--- src/sv/rrsj_pkg.sv ---
// shared types and constants of the round robin thread scheduler
// no dependencies; used by the memories, the top level and the checker
`default_nettype none

package rrsj_pkg;

  localparam int NumThreads = 8;
  localparam int TidW       = $clog2(NumThreads);
  localparam int CntW       = $clog2(NumThreads + 1);
  localparam int SumW       = $clog2(2 * NumThreads);

  localparam int OpW       = 3;
  localparam int CycW      = 32;
  localparam int JtidW     = 8;
  localparam int QuantW    = 16;
  localparam int InDataW   = 48;
  localparam int OutDataW  = 16;
  localparam int OutTidW   = 3;

  localparam logic [QuantW-1:0] QuantumReset = 16'd100;

  typedef enum logic [OpW-1:0] {
    OpTick   = 3'd0,
    OpCreate = 3'd1,
    OpExit   = 3'd2,
    OpJoin   = 3'd3,
    OpYield  = 3'd4
  } op_e;

  typedef enum logic [1:0] {
    ModeReady   = 2'd0,
    ModeBlocked = 2'd1,
    ModeRunning = 2'd2
  } mode_e;

  typedef struct packed {
    mode_e             mode;
    logic [JtidW-1:0]  target;
  } tentry_t;

  typedef struct packed {
    logic            we;
    logic [TidW-1:0] waddr;
    logic [TidW-1:0] wdata;
    logic [TidW-1:0] raddr;
  } qmem_req_t;

  typedef struct packed {
    logic            we;
    logic [TidW-1:0] waddr;
    tentry_t         wdata;
    logic [TidW-1:0] raddr;
  } tmem_req_t;

  // thread table contents after reset
  function automatic tentry_t reset_entry(input logic [TidW-1:0] tid);
    tentry_t e;
    e.mode   = (tid == '0) ? ModeRunning : ModeReady;
    e.target = '0;
    return e;
  endfunction

endpackage

`default_nettype wire

--- src/sv/round_robin_thread_scheduler_join.sv ---
// channel   dir  width  contents
// cfg       in   16     quantum_cycles
// s_axis    in   48     operation, cycle_count, join_tid
// m_axis    out  16     running_tid, switched, created_tid, create_failed, deadlock
//
// one word at a time; a step that switches nothing goes from the front state straight to the output
// a switch walks the queue and tries threads in turn (none if the last one exits)
// each try is one run-queue read followed by one thread-table read
// a result waits in the output register; the next word is taken meanwhile
// a word that ends while a result still waits holds in its last cycle
// reset empties nothing: thread 0 runs alone, quantum is 100
//
// top level of the round robin thread scheduler with join
// depends on rrsj_pkg, rrsj_queue_mem and rrsj_thread_mem
`default_nettype none

module round_robin_thread_scheduler_join (
  input  wire logic                       clk_i,
  input  wire logic                       rst_ni,
  input  wire logic                       cfg_valid_i,
  output logic                            cfg_ready_o,
  input  wire logic [rrsj_pkg::QuantW-1:0] cfg_data_i,    // quantum_cycles
  input  wire logic                       s_axis_tvalid,
  output logic                            s_axis_tready,
  // [2:0] operation, [34:3] cycle_count, [42:35] join_tid, [47:43] zero
  input  wire logic [rrsj_pkg::InDataW-1:0] s_axis_tdata,
  output logic                            m_axis_tvalid,
  input  wire logic                       m_axis_tready,
  // [2:0] running_tid, [3] switched, [6:4] created_tid, [7] create_failed,
  // [8] deadlock, [15:9] zero
  output logic [rrsj_pkg::OutDataW-1:0]   m_axis_tdata
);
  import rrsj_pkg::*;

  localparam logic [2:0] StIdle  = 3'd0;
  localparam logic [2:0] StFront = 3'd1;
  localparam logic [2:0] StSw0   = 3'd2;
  localparam logic [2:0] StWt    = 3'd3;
  localparam logic [2:0] StWe    = 3'd4;
  localparam logic [2:0] StOut   = 3'd5;

  logic [2:0]            state_q, state_d;
  logic [TidW-1:0]       head_q, head_d;
  logic [CntW-1:0]       count_q, count_d;
  logic [CntW-1:0]       k_q, k_d;
  logic [NumThreads-1:0] alive_q, alive_d;
  logic [CycW-1:0]       last_sw_q, last_sw_d;
  logic [QuantW-1:0]     quantum_q;
  logic                  out_valid_q, out_valid_d;
  logic [OutDataW-1:0]   out_data_q, out_data_d;

  logic [OpW-1:0]        op_q;
  logic [CycW-1:0]       cyc_q;
  logic [JtidW-1:0]      jt_q;
  logic                  switched_q, switched_d;
  logic                  dead_q, dead_d;
  logic                  failed_q, failed_d;
  logic [TidW-1:0]       created_q, created_d;

  qmem_req_t             qreq;
  tmem_req_t             treq;
  logic [TidW-1:0]       q_rd;
  tentry_t               t_rd;

  logic                  in_acc;
  logic [TidW-1:0]       head_inc;
  logic [SumW-1:0]       tail_sum;
  logic [TidW-1:0]       tail;
  logic [CycW-1:0]       elapsed;
  logic                  free_found;
  logic [TidW-1:0]       free_idx;
  logic                  jt_live;
  logic                  tgt_live;
  logic [OutTidW-1:0]    run_tid;

  rrsj_queue_mem u_queue_mem (
    .clk_i  (clk_i),
    .rst_ni (rst_ni),
    .req_i  (qreq),
    .rd_o   (q_rd)
  );

  rrsj_thread_mem u_thread_mem (
    .clk_i  (clk_i),
    .rst_ni (rst_ni),
    .req_i  (treq),
    .rd_o   (t_rd)
  );

  assign cfg_ready_o   = 1'b1;
  assign s_axis_tready = (state_q == StIdle);
  assign in_acc        = s_axis_tvalid && s_axis_tready;
  assign m_axis_tvalid = out_valid_q;
  assign m_axis_tdata  = out_data_q;

  assign head_inc = (head_q == TidW'(NumThreads - 1)) ? '0 : head_q + 1'b1;
  assign tail_sum = SumW'(head_q) + SumW'(count_q);
  assign tail     = (tail_sum >= SumW'(NumThreads)) ? TidW'(tail_sum - SumW'(NumThreads))
                                                    : TidW'(tail_sum);
  assign elapsed  = cyc_q - last_sw_q;

  // out-of-range ids count as exited
  assign jt_live  = (32'(jt_q) < NumThreads) && alive_q[jt_q[TidW-1:0]];
  assign tgt_live = (32'(t_rd.target) < NumThreads) && alive_q[t_rd.target[TidW-1:0]];

  assign run_tid  = (count_q != '0) ? OutTidW'(q_rd) : '0;

  // lowest dead slot
  always_comb begin
    free_found = 1'b0;
    free_idx   = '0;
    for (int i = NumThreads - 1; i >= 0; i--) begin
      if (!alive_q[i]) begin
        free_found = 1'b1;
        free_idx   = TidW'(i);
      end
    end
  end

  always_comb begin
    state_d     = state_q;
    head_d      = head_q;
    count_d     = count_q;
    k_d         = k_q;
    alive_d     = alive_q;
    last_sw_d   = last_sw_q;
    switched_d  = switched_q;
    dead_d      = dead_q;
    failed_d    = failed_q;
    created_d   = created_q;
    out_valid_d = out_valid_q && !m_axis_tready;
    out_data_d  = out_data_q;
    qreq        = '0;
    treq        = '0;

    unique case (state_q)
      StIdle: begin
        if (s_axis_tvalid) begin
          switched_d = 1'b0;
          dead_d     = 1'b0;
          failed_d   = 1'b0;
          created_d  = '0;
          state_d    = StFront;
        end
      end
      StFront: begin
        state_d = StOut;
        unique case (op_q)
          OpTick: begin
            if ((count_q > CntW'(1)) && (elapsed >= CycW'(quantum_q))) begin
              switched_d = 1'b1;
              last_sw_d  = cyc_q;
              state_d    = StSw0;
            end
          end
          OpCreate: begin
            if (free_found) begin
              alive_d[free_idx] = 1'b1;
              treq.we           = 1'b1;
              treq.waddr        = free_idx;
              treq.wdata.mode   = ModeReady;
              treq.wdata.target = jt_q;
              if (count_q < CntW'(NumThreads)) begin
                qreq.we    = 1'b1;
                qreq.waddr = tail;
                qreq.wdata = free_idx;
                count_d    = count_q + 1'b1;
              end
              created_d = free_idx;
            end else begin
              failed_d = 1'b1;
            end
          end
          OpExit: begin
            if (count_q != '0) begin
              alive_d[q_rd] = 1'b0;
              switched_d    = 1'b1;
              state_d       = StSw0;
            end
          end
          OpJoin: begin
            if ((count_q != '0) && jt_live) begin
              // read of the same entry below sees this write
              treq.we           = 1'b1;
              treq.waddr        = q_rd;
              treq.wdata.mode   = ModeBlocked;
              treq.wdata.target = jt_q;
              switched_d        = 1'b1;
              state_d           = StSw0;
            end
          end
          OpYield: begin
            if (count_q != '0) begin
              switched_d = 1'b1;
              state_d    = StSw0;
            end
          end
          default: begin
            state_d = StOut;
          end
        endcase
      end
      StSw0: begin
        k_d = '0;
        if (!alive_q[q_rd]) begin
          // dead front leaves the queue, next entry is the first candidate
          head_d  = head_inc;
          count_d = count_q - 1'b1;
          state_d = (count_q == CntW'(1)) ? StOut : StWt;
        end else begin
          if (t_rd.mode == ModeRunning) begin
            treq.we           = 1'b1;
            treq.waddr        = q_rd;
            treq.wdata.mode   = ModeReady;
            treq.wdata.target = t_rd.target;
          end
          if (count_q >= CntW'(2)) begin
            qreq.we    = 1'b1;
            qreq.waddr = tail;
            qreq.wdata = q_rd;
            head_d     = head_inc;
          end
          state_d = StWt;
        end
      end
      StWt: begin
        state_d = StWe;
      end
      StWe: begin
        if ((t_rd.mode != ModeBlocked) || !tgt_live) begin
          treq.we           = 1'b1;
          treq.waddr        = q_rd;
          treq.wdata.mode   = ModeRunning;
          treq.wdata.target = t_rd.target;
          state_d           = StOut;
        end else begin
          if (count_q >= CntW'(2)) begin
            qreq.we    = 1'b1;
            qreq.waddr = tail;
            qreq.wdata = q_rd;
            head_d     = head_inc;
          end
          k_d = k_q + 1'b1;
          // a full lap of blocked threads leaves the order unchanged
          if ((k_q + 1'b1) == count_q) begin
            dead_d  = 1'b1;
            state_d = StOut;
          end else begin
            state_d = StWt;
          end
        end
      end
      StOut: begin
        if (!out_valid_q || m_axis_tready) begin
          out_valid_d = 1'b1;
          out_data_d  = {7'b0, dead_q, failed_q, OutTidW'(created_q), switched_q, run_tid};
          state_d     = StIdle;
        end
      end
      default: begin
        state_d = StIdle;
      end
    endcase

    // queue read follows the head so the front is ready in the cycle after the head moves
    qreq.raddr = head_d;
    treq.raddr = q_rd;
  end

  always_ff @(posedge clk_i or negedge rst_ni) begin
    if (!rst_ni) begin
      state_q     <= StIdle;
      head_q      <= '0;
      count_q     <= CntW'(1);
      alive_q     <= NumThreads'(1);
      last_sw_q   <= '0;
      quantum_q   <= QuantumReset;
      out_valid_q <= 1'b0;
    end else begin
      state_q     <= state_d;
      head_q      <= head_d;
      count_q     <= count_d;
      alive_q     <= alive_d;
      last_sw_q   <= last_sw_d;
      out_valid_q <= out_valid_d;
      if (cfg_valid_i) begin
        quantum_q <= cfg_data_i;
      end
    end
  end

  always_ff @(posedge clk_i) begin
    if (in_acc) begin
      op_q  <= s_axis_tdata[2:0];
      cyc_q <= s_axis_tdata[34:3];
      jt_q  <= s_axis_tdata[42:35];
    end
    k_q        <= k_d;
    switched_q <= switched_d;
    dead_q     <= dead_d;
    failed_q   <= failed_d;
    created_q  <= created_d;
    out_data_q <= out_data_d;
  end

endmodule

`default_nettype wire

--- src/sv/rrsj_queue_mem.sv ---
// run queue storage: one write and one read port, registered read
// depends on rrsj_pkg
`default_nettype none

module rrsj_queue_mem (
  input  wire logic                  clk_i,
  input  wire logic                  rst_ni,
  input  wire rrsj_pkg::qmem_req_t   req_i,
  output logic [rrsj_pkg::TidW-1:0]  rd_o
);
  import rrsj_pkg::*;

  logic [TidW-1:0]       mem_q [NumThreads];
  logic [NumThreads-1:0] valid_q;
  logic [TidW-1:0]       rd_q;

  always_ff @(posedge clk_i) begin
    if (req_i.we) begin
      mem_q[req_i.waddr] <= req_i.wdata;
    end
  end

  always_ff @(posedge clk_i or negedge rst_ni) begin
    if (!rst_ni) begin
      valid_q <= '0;
    end else if (req_i.we) begin
      valid_q[req_i.waddr] <= 1'b1;
    end
  end

  // unwritten entries read as thread 0; same-entry write is forwarded
  always_ff @(posedge clk_i) begin
    if (req_i.we && (req_i.waddr == req_i.raddr)) begin
      rd_q <= req_i.wdata;
    end else if (valid_q[req_i.raddr]) begin
      rd_q <= mem_q[req_i.raddr];
    end else begin
      rd_q <= '0;
    end
  end

  assign rd_o = rd_q;

endmodule

`default_nettype wire

--- src/sv/rrsj_thread_mem.sv ---
// per-thread table of mode and join target, registered read
// depends on rrsj_pkg
`default_nettype none

module rrsj_thread_mem (
  input  wire logic             clk_i,
  input  wire logic             rst_ni,
  input  wire rrsj_pkg::tmem_req_t req_i,
  output rrsj_pkg::tentry_t     rd_o
);
  import rrsj_pkg::*;

  tentry_t               mem_q [NumThreads];
  logic [NumThreads-1:0] valid_q;
  tentry_t               rd_q;

  always_ff @(posedge clk_i) begin
    if (req_i.we) begin
      mem_q[req_i.waddr] <= req_i.wdata;
    end
  end

  always_ff @(posedge clk_i or negedge rst_ni) begin
    if (!rst_ni) begin
      valid_q <= '0;
    end else if (req_i.we) begin
      valid_q[req_i.waddr] <= 1'b1;
    end
  end

  // entries never written read as their reset mode
  always_ff @(posedge clk_i) begin
    if (req_i.we && (req_i.waddr == req_i.raddr)) begin
      rd_q <= req_i.wdata;
    end else if (valid_q[req_i.raddr]) begin
      rd_q <= mem_q[req_i.raddr];
    end else begin
      rd_q <= reset_entry(req_i.raddr);
    end
  end

  assign rd_o = rd_q;

endmodule

`default_nettype wire

--- config.mk ---
export PLATFORM = sky130hd
export DESIGN_NAME = round_robin_thread_scheduler_join
export DESIGN_NICKNAME = d
export VERILOG_FILES = /design/src/sv/rrsj_pkg.sv /design/src/sv/round_robin_thread_scheduler_join.sv /design/src/sv/rrsj_queue_mem.sv /design/src/sv/rrsj_thread_mem.sv
export SDC_FILE = /design/constraint.sdc
export NUM_CORES = 1
export LEC_CHECK = 0
export BUFFER_PORTS_ARGS = -buffer_cell sky130_fd_sc_hd__buf_4
export CORE_UTILIZATION = 54
export CTS_CLUSTER_DIAMETER = 60
export DETAILED_ROUTE_END_ITERATION = 6
export MAX_ROUTING_LAYER = met4
export PLACE_DENSITY = 0.75
export SETUP_SLACK_MARGIN = 0.5
export SLEW_MARGIN = 20
export SYNTH_ARGS = -nofsm -noshare
export SYNTH_HDL_FRONTEND = slang
export SYNTH_SLANG_ARGS = --single-unit
--- constraint.sdc ---
create_clock -name clk_i -period 4.6 [get_ports clk_i]
set_input_delay 0.23 -clock clk_i [delete_from_list [all_inputs] [get_ports clk_i]]
set_output_delay 0.23 -clock clk_i [all_outputs]
set_load 0.005 [all_outputs]
# After elaboration in Yosys (flattened, before gate mapping)
# Memory sizes are Yosys's and may differ from the RTL's. A register that Yosys moved wholly into a read port is not among the register bits.
# Index checks and enable logic that the tools add are counted.
# totals
ff_bits	158
ramBits	104
input_bits	69
output_inout_bits	19
elab_cells	224
memories	2
# mem_list
name	depth	word_bits	read_ports	rd_clocked_by_memory_dff	wr	line_no	source
u_thread_mem.mem_q	8	10	1	1	1	rrsj_thread_mem.sv:13	tentry_t mem_q [NumThreads];
u_queue_mem.mem_q	8	3	1	0	1	rrsj_queue_mem.sv:13	logic [TidW-1:0] mem_q [NumThreads];
# op_classes
add_sub_neg	7
n_lt_le_gt_ge	18
n_eq_ne	31
n_mux	102
bitwise_logic	5
n_reduce_logical	37
# op_table
op	count
3-bit two-way mux	27
14-bit two-way mux	5
7-bit two-way mux	6
14-bit one-hot mux with 3 select lines	1
32-bit by 16-bit greater-or-equal comparator with 1-bit output	1
32-bit subtractor	1
1-bit two-way mux	31
3-bit by 4-bit less-than comparator with 1-bit output, second input constant	7
14-bit one-hot mux with 2 select lines	1
8-bit bitwise OR	3
7-bit one-hot mux with 3 select lines	1
10-bit two-way mux	2
4-bit two-way mux	5
2-bit inequality test, second input constant	10
3-bit one-hot mux with 6 select lines	1
8-bit by 4-bit less-than comparator with 1-bit output, second input constant	2
8-bit two-way mux	2
4-bit one-hot mux with 2 select lines	2
8-bit one-hot mux with 2 select lines	1
4-bit AND reduction	4
1-bit binary-select mux with 3-bit select	5
1-bit demux with 3-bit select	4
3-bit by 2-bit equality test with 1-bit output, second input constant	4
3-bit equality test, second input constant	4
36 further kinds	70

# Depth between registers and ports, before layout
# logic_depth
depth_word	17
mapped_depth	26
ltp_nobuf	24

# Cells and area by module
# A second synthesis with hierarchy kept.
# unflattened
cells_unflattened	1079
hier_area_um2	13416.6
# modules_own_cells
mod	n_inst	cells_each	area_each_um2	seq_area_each_um2
round_robin_thread_scheduler_join	1	798	8136.6	3544.6
rrsj_thread_mem	1	196	3832.4	2802.7
rrsj_queue_mem	1	85	1447.6	980.9

# Least setup slack after synthesis
# No wires, ideal clock.
# synth_timing
path_type	reg2reg
from	reg cyc_q[4]
to	reg last_sw_q[19]
setup_ns	0.125
t_arrival_ns	4.333
t_required_ns	4.475
slack_ns	0.142
path_stages_with_launch	26
n_path_buf	2
synth_period_minus_slack_ns	4.458
cell_sequence	edfxtp_1 -> ha_1 -> a21o_1 -> a31o_2 -> nor2_1 -> nor2b_1 -> o21ai_0 -> nand2b_1 -> a21oi_1 -> nor2b_1 -> nor2_1 -> xnor2_1 -> ha_1 -> a21oi_1 -> nor2_1 -> a211oi_1 -> o211ai_1 -> nor4_1 -> o211ai_1 -> a211oi_1 -> nand4_1 -> o41ai_2 -> or3_1 -> buf_4 -> buf_6 -> mux2_2
# synth_between
elab_chain_len	4
# synth_lines
element	line_no	source
start: declaration	round_robin_thread_scheduler_join.sv:53	logic [CycW-1:0] cyc_q;
start signal: assignment	round_robin_thread_scheduler_join.sv:295	cyc_q <= s_axis_tdata[34:3];
32-bit subtractor	round_robin_thread_scheduler_join.sv:100	assign elapsed = cyc_q - last_sw_q;
32-bit by 16-bit greater-or-equal comparator with 1-bit output	round_robin_thread_scheduler_join.sv:150	if ((count_q > CntW'(1)) && (elapsed >= CycW'(quantum_q))) begin
1-bit logical AND	round_robin_thread_scheduler_join.sv:150	
3-bit AND reduction (no source line)	--	
end signal: assignment	round_robin_thread_scheduler_join.sv:284	last_sw_q <= last_sw_d;
end: declaration	round_robin_thread_scheduler_join.sv:47	logic [CycW-1:0] last_sw_q, last_sw_d;
# Every way passes these cells.
# A chain may end at the register's enable or synchronous reset.

# Final worst setup path
# layout_timing
from	reg cyc_q[1]
to	reg last_sw_q[22]
# The elaborated chain is that of the path after synthesis.

==> impl_metrics.csv <==
group,metric,value,unit
yosys,part_of_the_yosys_area_used_for_sequential_elements,0.564,
power,internal_power,6.75,mW
setup_path,timing.critical_path.cells,"ha_4 > nor2b_4 > o2111a_2 > nor2_4 > buf_4 > buf_4 > o21ai_0 > a21o_1 > xor2_1 > ha_1 > nand2_1 > nor2_1 > a211oi_2 > o211ai_1 > nor4_1 > o211ai_1 > a211oi_1 > nand4_1 > o41ai_2 > or3_4 > buf_12 > mux2_2",
setup_path,slowest_stage,"edfxtp_1",
yosys,synth.most_common_cell,"edfxtp_1",
floorplanning,die_area,24700,sq um
placement,portBuffers,74,
power,fraction_of_power_consumed_by_combinational_cells,0.458,
yosys,synth_largest_area_cell,"edfxtp_1",
sta,timing.final.hold_violations,0,
placement,place.gp.congestion,0.929,
yosys,synth_adder_area_share,0.0551,
yosys,synthDistinctLibCells,74,
setup_path,critical-path-max-stage-delay,0.44,ns
setup_path,path_class,"reg2reg",
finish,area_growth,23.9,%
finish,final_core_utilization,0.683,
setup_path,cp_top_family,"compound AO/OA/AOI/OAI gates",
setup_path,worst_ep_arrival_time,4.97,ns
setup_path,timing.critical_path.required,5.03,ns
yosys,yosys.area_share.simple,0.123,
yosys,synth_area_in_compound_gates,0.134,
yosys,async_s_r_ff_share_synth,0.317,
job,max_cap_violation_count,0,
setup_path,ff2ff_path_depth,22,
run_status,run_status,"finished, final reports clean",
sta,worst_clock_skew,0.0284,ns
worst_hold_path,min_from,"cfg_valid_i",
yosys,post_synth_inst_count,1119,
routing,route.detailed.drc,0,
routing,drtPass1Iterations,5,
sta,maxClockFrequency,0.220,GHz
yosys,number_of_enable_flip_flop_cells_after_synthesis,166,
setup_path,timing.rr.start,"cyc_q[1]",
sta,slew_violations,0,
sta,tightest_slew,0.825,ns
clocking,number_of_buffers_added_by_the_clock_tree_synthesis_step,28,
routing,drt_wl_total,32200,microns
power,p_sw_frac,0.375,
floorplanning,chip_width,157,microns
yosys,postSynthAreaPerCell,11.6,sq um
yosys,synth_top_family_by_area,"compound AO/OA/AOI/OAI gates",
yosys,synth_common_cells,"edfxtp_1 (166), nand2_1 (100), nor2_1 (81)",
floorplanning,fp-row-count,56,
setup_path,critPathBufInv,3,
worst_hold_path,hold_path_class,"in2reg",
routing,via_per_instance_ratio,5.75,
sta,setup_viol,0,
setup_path,crit_path_max_fanout,15,
clocking,cts-root-buf,"clkbuf_16",
yosys,synth.top_cell.area_share,0.384,
floorplanning,die_height,157,microns
power,p_sw,4.06,mW
floorplanning,initial_core_util,0.551,
grt,antenna_found_initial,0,
yosys,yosys-mux-area-fraction,0.0591,
sta,final_worst_path_period_share,0.987,
floorplanning,io_pins,88,
yosys,post_synth_main_area_contributors,"edfxtp_1 (38%), dfrtp_1 (15%), ha_1 (5.2%)",
placement,place_hpwl,20700,microns
yosys,yosys_register_bits,262,
clocking,cts_sinks,262,
sta,rsz0062_at_grt,"yes",
yosys,synth_ff_type,"edfxtp_1",
power,power_frac_seq,0.327,
sta,worst_hold_slack,0.0532,ns
sta,final.setup.tns,0,ns
clocking,worstSkewPairLatency,0.57,ns
routing,wire_per_inst,19.5,microns
placement,pre_cts_ws,-0.114,ns
yosys,synth-xor-area-share,0.0263,
grt,grtUsageTotal,0.268,
routing,drt_iter0_drc,809,
grt,grt_overflow,0,
power,post-layout-total-power,10.8,mW
routing,antenna_violating_nets_post_route,0,
clocking,cts.clk_slew.worst_paths,0.06,ns
power,total_leakage_power,6.59,nW
clocking,cts-root-to-sink-buffers,3,
worst_hold_path,worst_hold_path.num_cells,3,
yosys,synth_area,13000,sq um
grt,via_count_of_the_first_global_routing_pass,9572,
finish,share_of_post_route_cells_with_drive_strength_above_1,0.216,
worst_hold_path,min_delay_worst_endpoint,"quantum_q[6]",
floorplanning,floorplan.core_area,23500,sq um
power,power-per-cell-area,672,nW/um^2
finish,nets,1438,
grt,grt_first_pass_wirelength,49600,microns
setup_path,start_kind,"flop",
power,p_clk_frac,0.215,
setup_path,end_kind,"flop",
clocking,clock_tree_from_tritoncts,"done",
setup_path,ff2ff_setup_slack,0.06,ns
finish,num_antenna_cells,0,
sta,period_needed,4.54,ns
routing,routed-via-count,9513,
sta,postLayoutSetupSlackWorst,0.0605,ns
power,max-vdd-ir-drop,0.000426,V
clocking,h-tree-depth,1,
grt,grt_max_degree,50,
yosys,yosys_warnings,0,
sta,timing.slew.headroom,0.444,
setup_path,crit-reg2reg-capture,"last_sw_q[22]",
[worst max path at each step]
stage,start,end,cells past startpoint
after floorplan,last_sw_q[1],last_sw_q[0],26
after global placement,cyc_q[0],last_sw_q[4],22
after detailed placement,last_sw_q[1],last_sw_q[0],22
after CTS,last_sw_q[1],last_sw_q[0],25
after global routing,last_sw_q[1],last_sw_q[28],25
final,cyc_q[1],last_sw_q[22],22
[metrics by stage]
stage / std cells / area (sq um)
floorplan: 1125 / 13000
global placement: 1532 / 14200
detailed placement: 1532 / 14200
global route: 1654 / 16100
finish: 1654 / 16100
CTS: 1649 / 15900
[state kept, by name, summed over array words and instances (netlist names), 4 cells and up]
name	cells
u_thread_mem.valid_q	8
quantum_q	16
k_q	4
cyc_q	32
alive_q	8
u_queue_mem.mem_q	24
count_q	4
u_thread_mem.rd_o	10
u_queue_mem.valid_q	8
last_sw_q	32
jt_q	8
u_thread_mem.mem_q	80
m_axis_tdata	9
[cell usage in the layout (no fill, tap or decap), types with 4 or more instances in the layout]
master,netlist,layout
a21o_1,8,8
a21oi_1,63,59
a21oi_2,1,5
a221oi_1,10,10
a22o_1,24,24
a22oi_1,29,28
and2_1,10,9
and3_1,6,6
buf_4,9,138
clkbuf_1,27,6
clkbuf_16,0,30
clkbuf_8,0,5
clkinvlp_4,0,4
conb_1,2,8
dfrtp_1,78,78
dfstp_2,5,5
dfxtp_1,13,13
dlygate4sd3_1,0,62
edfxtp_1,166,166
ha_1,54,51
inv_1,63,61
mux2_2,28,12
mux2_4,0,18
mux2i_1,17,17
mux4_2,10,10
nand2_1,100,99
nand2b_1,12,12
nand3_1,25,25
nand4_1,15,15
nor2_1,81,80
nor2b_1,9,6
nor3_1,27,26
nor3b_1,5,5
nor4_1,6,6
o211ai_1,9,9
o21a_1,7,7
o21ai_0,60,57
or2_2,23,22
xnor2_1,27,27
xor2_1,12,12
[per-layer routing]
| layer | wire (microns) | GRT usage |
|---|---|---|
| met5 | 0 | - |
| met4 | 979 | 0.0911 |
| met3 | 1930 | 0.0319 |
| met2 | 16200 | 0.464 |
| met1 | 13000 | 0.327 |
[cell families after synthesis]
family | after synthesis
AND/OR/NAND/NOR | 332
other | 2
adder cells (fa/ha/maj) | 56
multiplexers | 60
AO/OA/AOI/OAI | 257
buffers and inverters | 111
flip-flops | 262
XOR/XNOR | 39
[what timing repair did]
item                                   in CTS  in global routing
buffers inserted                            3                  3
hold buffers                               62                  0
endpoints found under the hold margin      95                  0
resized for setup                          12                 33
pin swaps                                   5                  3
setup endpoints to repair                  36                 36
cloned                                      0                  2
[worst register-to-register path: cells and delay by family (launching register included)]
kind | cells | cell delay (ns)
AOI/OAI and AO/OA | 8 | 1.47
and+or+nand+nor | 7 | 1.01
adders and majority gates | 2 | 0.57
DFF | 1 | 0.44
buffers and inverters | 3 | 0.43
muxes | 1 | 0.35
xor gates and xnor gates | 1 | 0.18
[power by group through the flow]
stage / logic, mW / clock network (mW) / registers (mW)
finish: 4.95 / 2.32 / 3.54
global route: 5.44 / 2.43 / 3.59
CTS: 4.69 / 2.35 / 3.52
detailed placement: 4.55 / 0 / 3.55
global placement: 4.46 / 0 / 3.52
floorplan: 3.28 / 0 / 3.41
[cell type report]
cell class / instances / area [sq um]
fillers: 1667 / 7460
flip-flops and latches: 262 / 7330
multi-input cells: 752 / 5390
repair buffers: 205 / 1760
clock buffers: 39 / 792
well taps: 319 / 399
inverters: 64 / 240
clock inverters: 13 / 180
No activity file was read; power rests on OpenSTA's default activity.
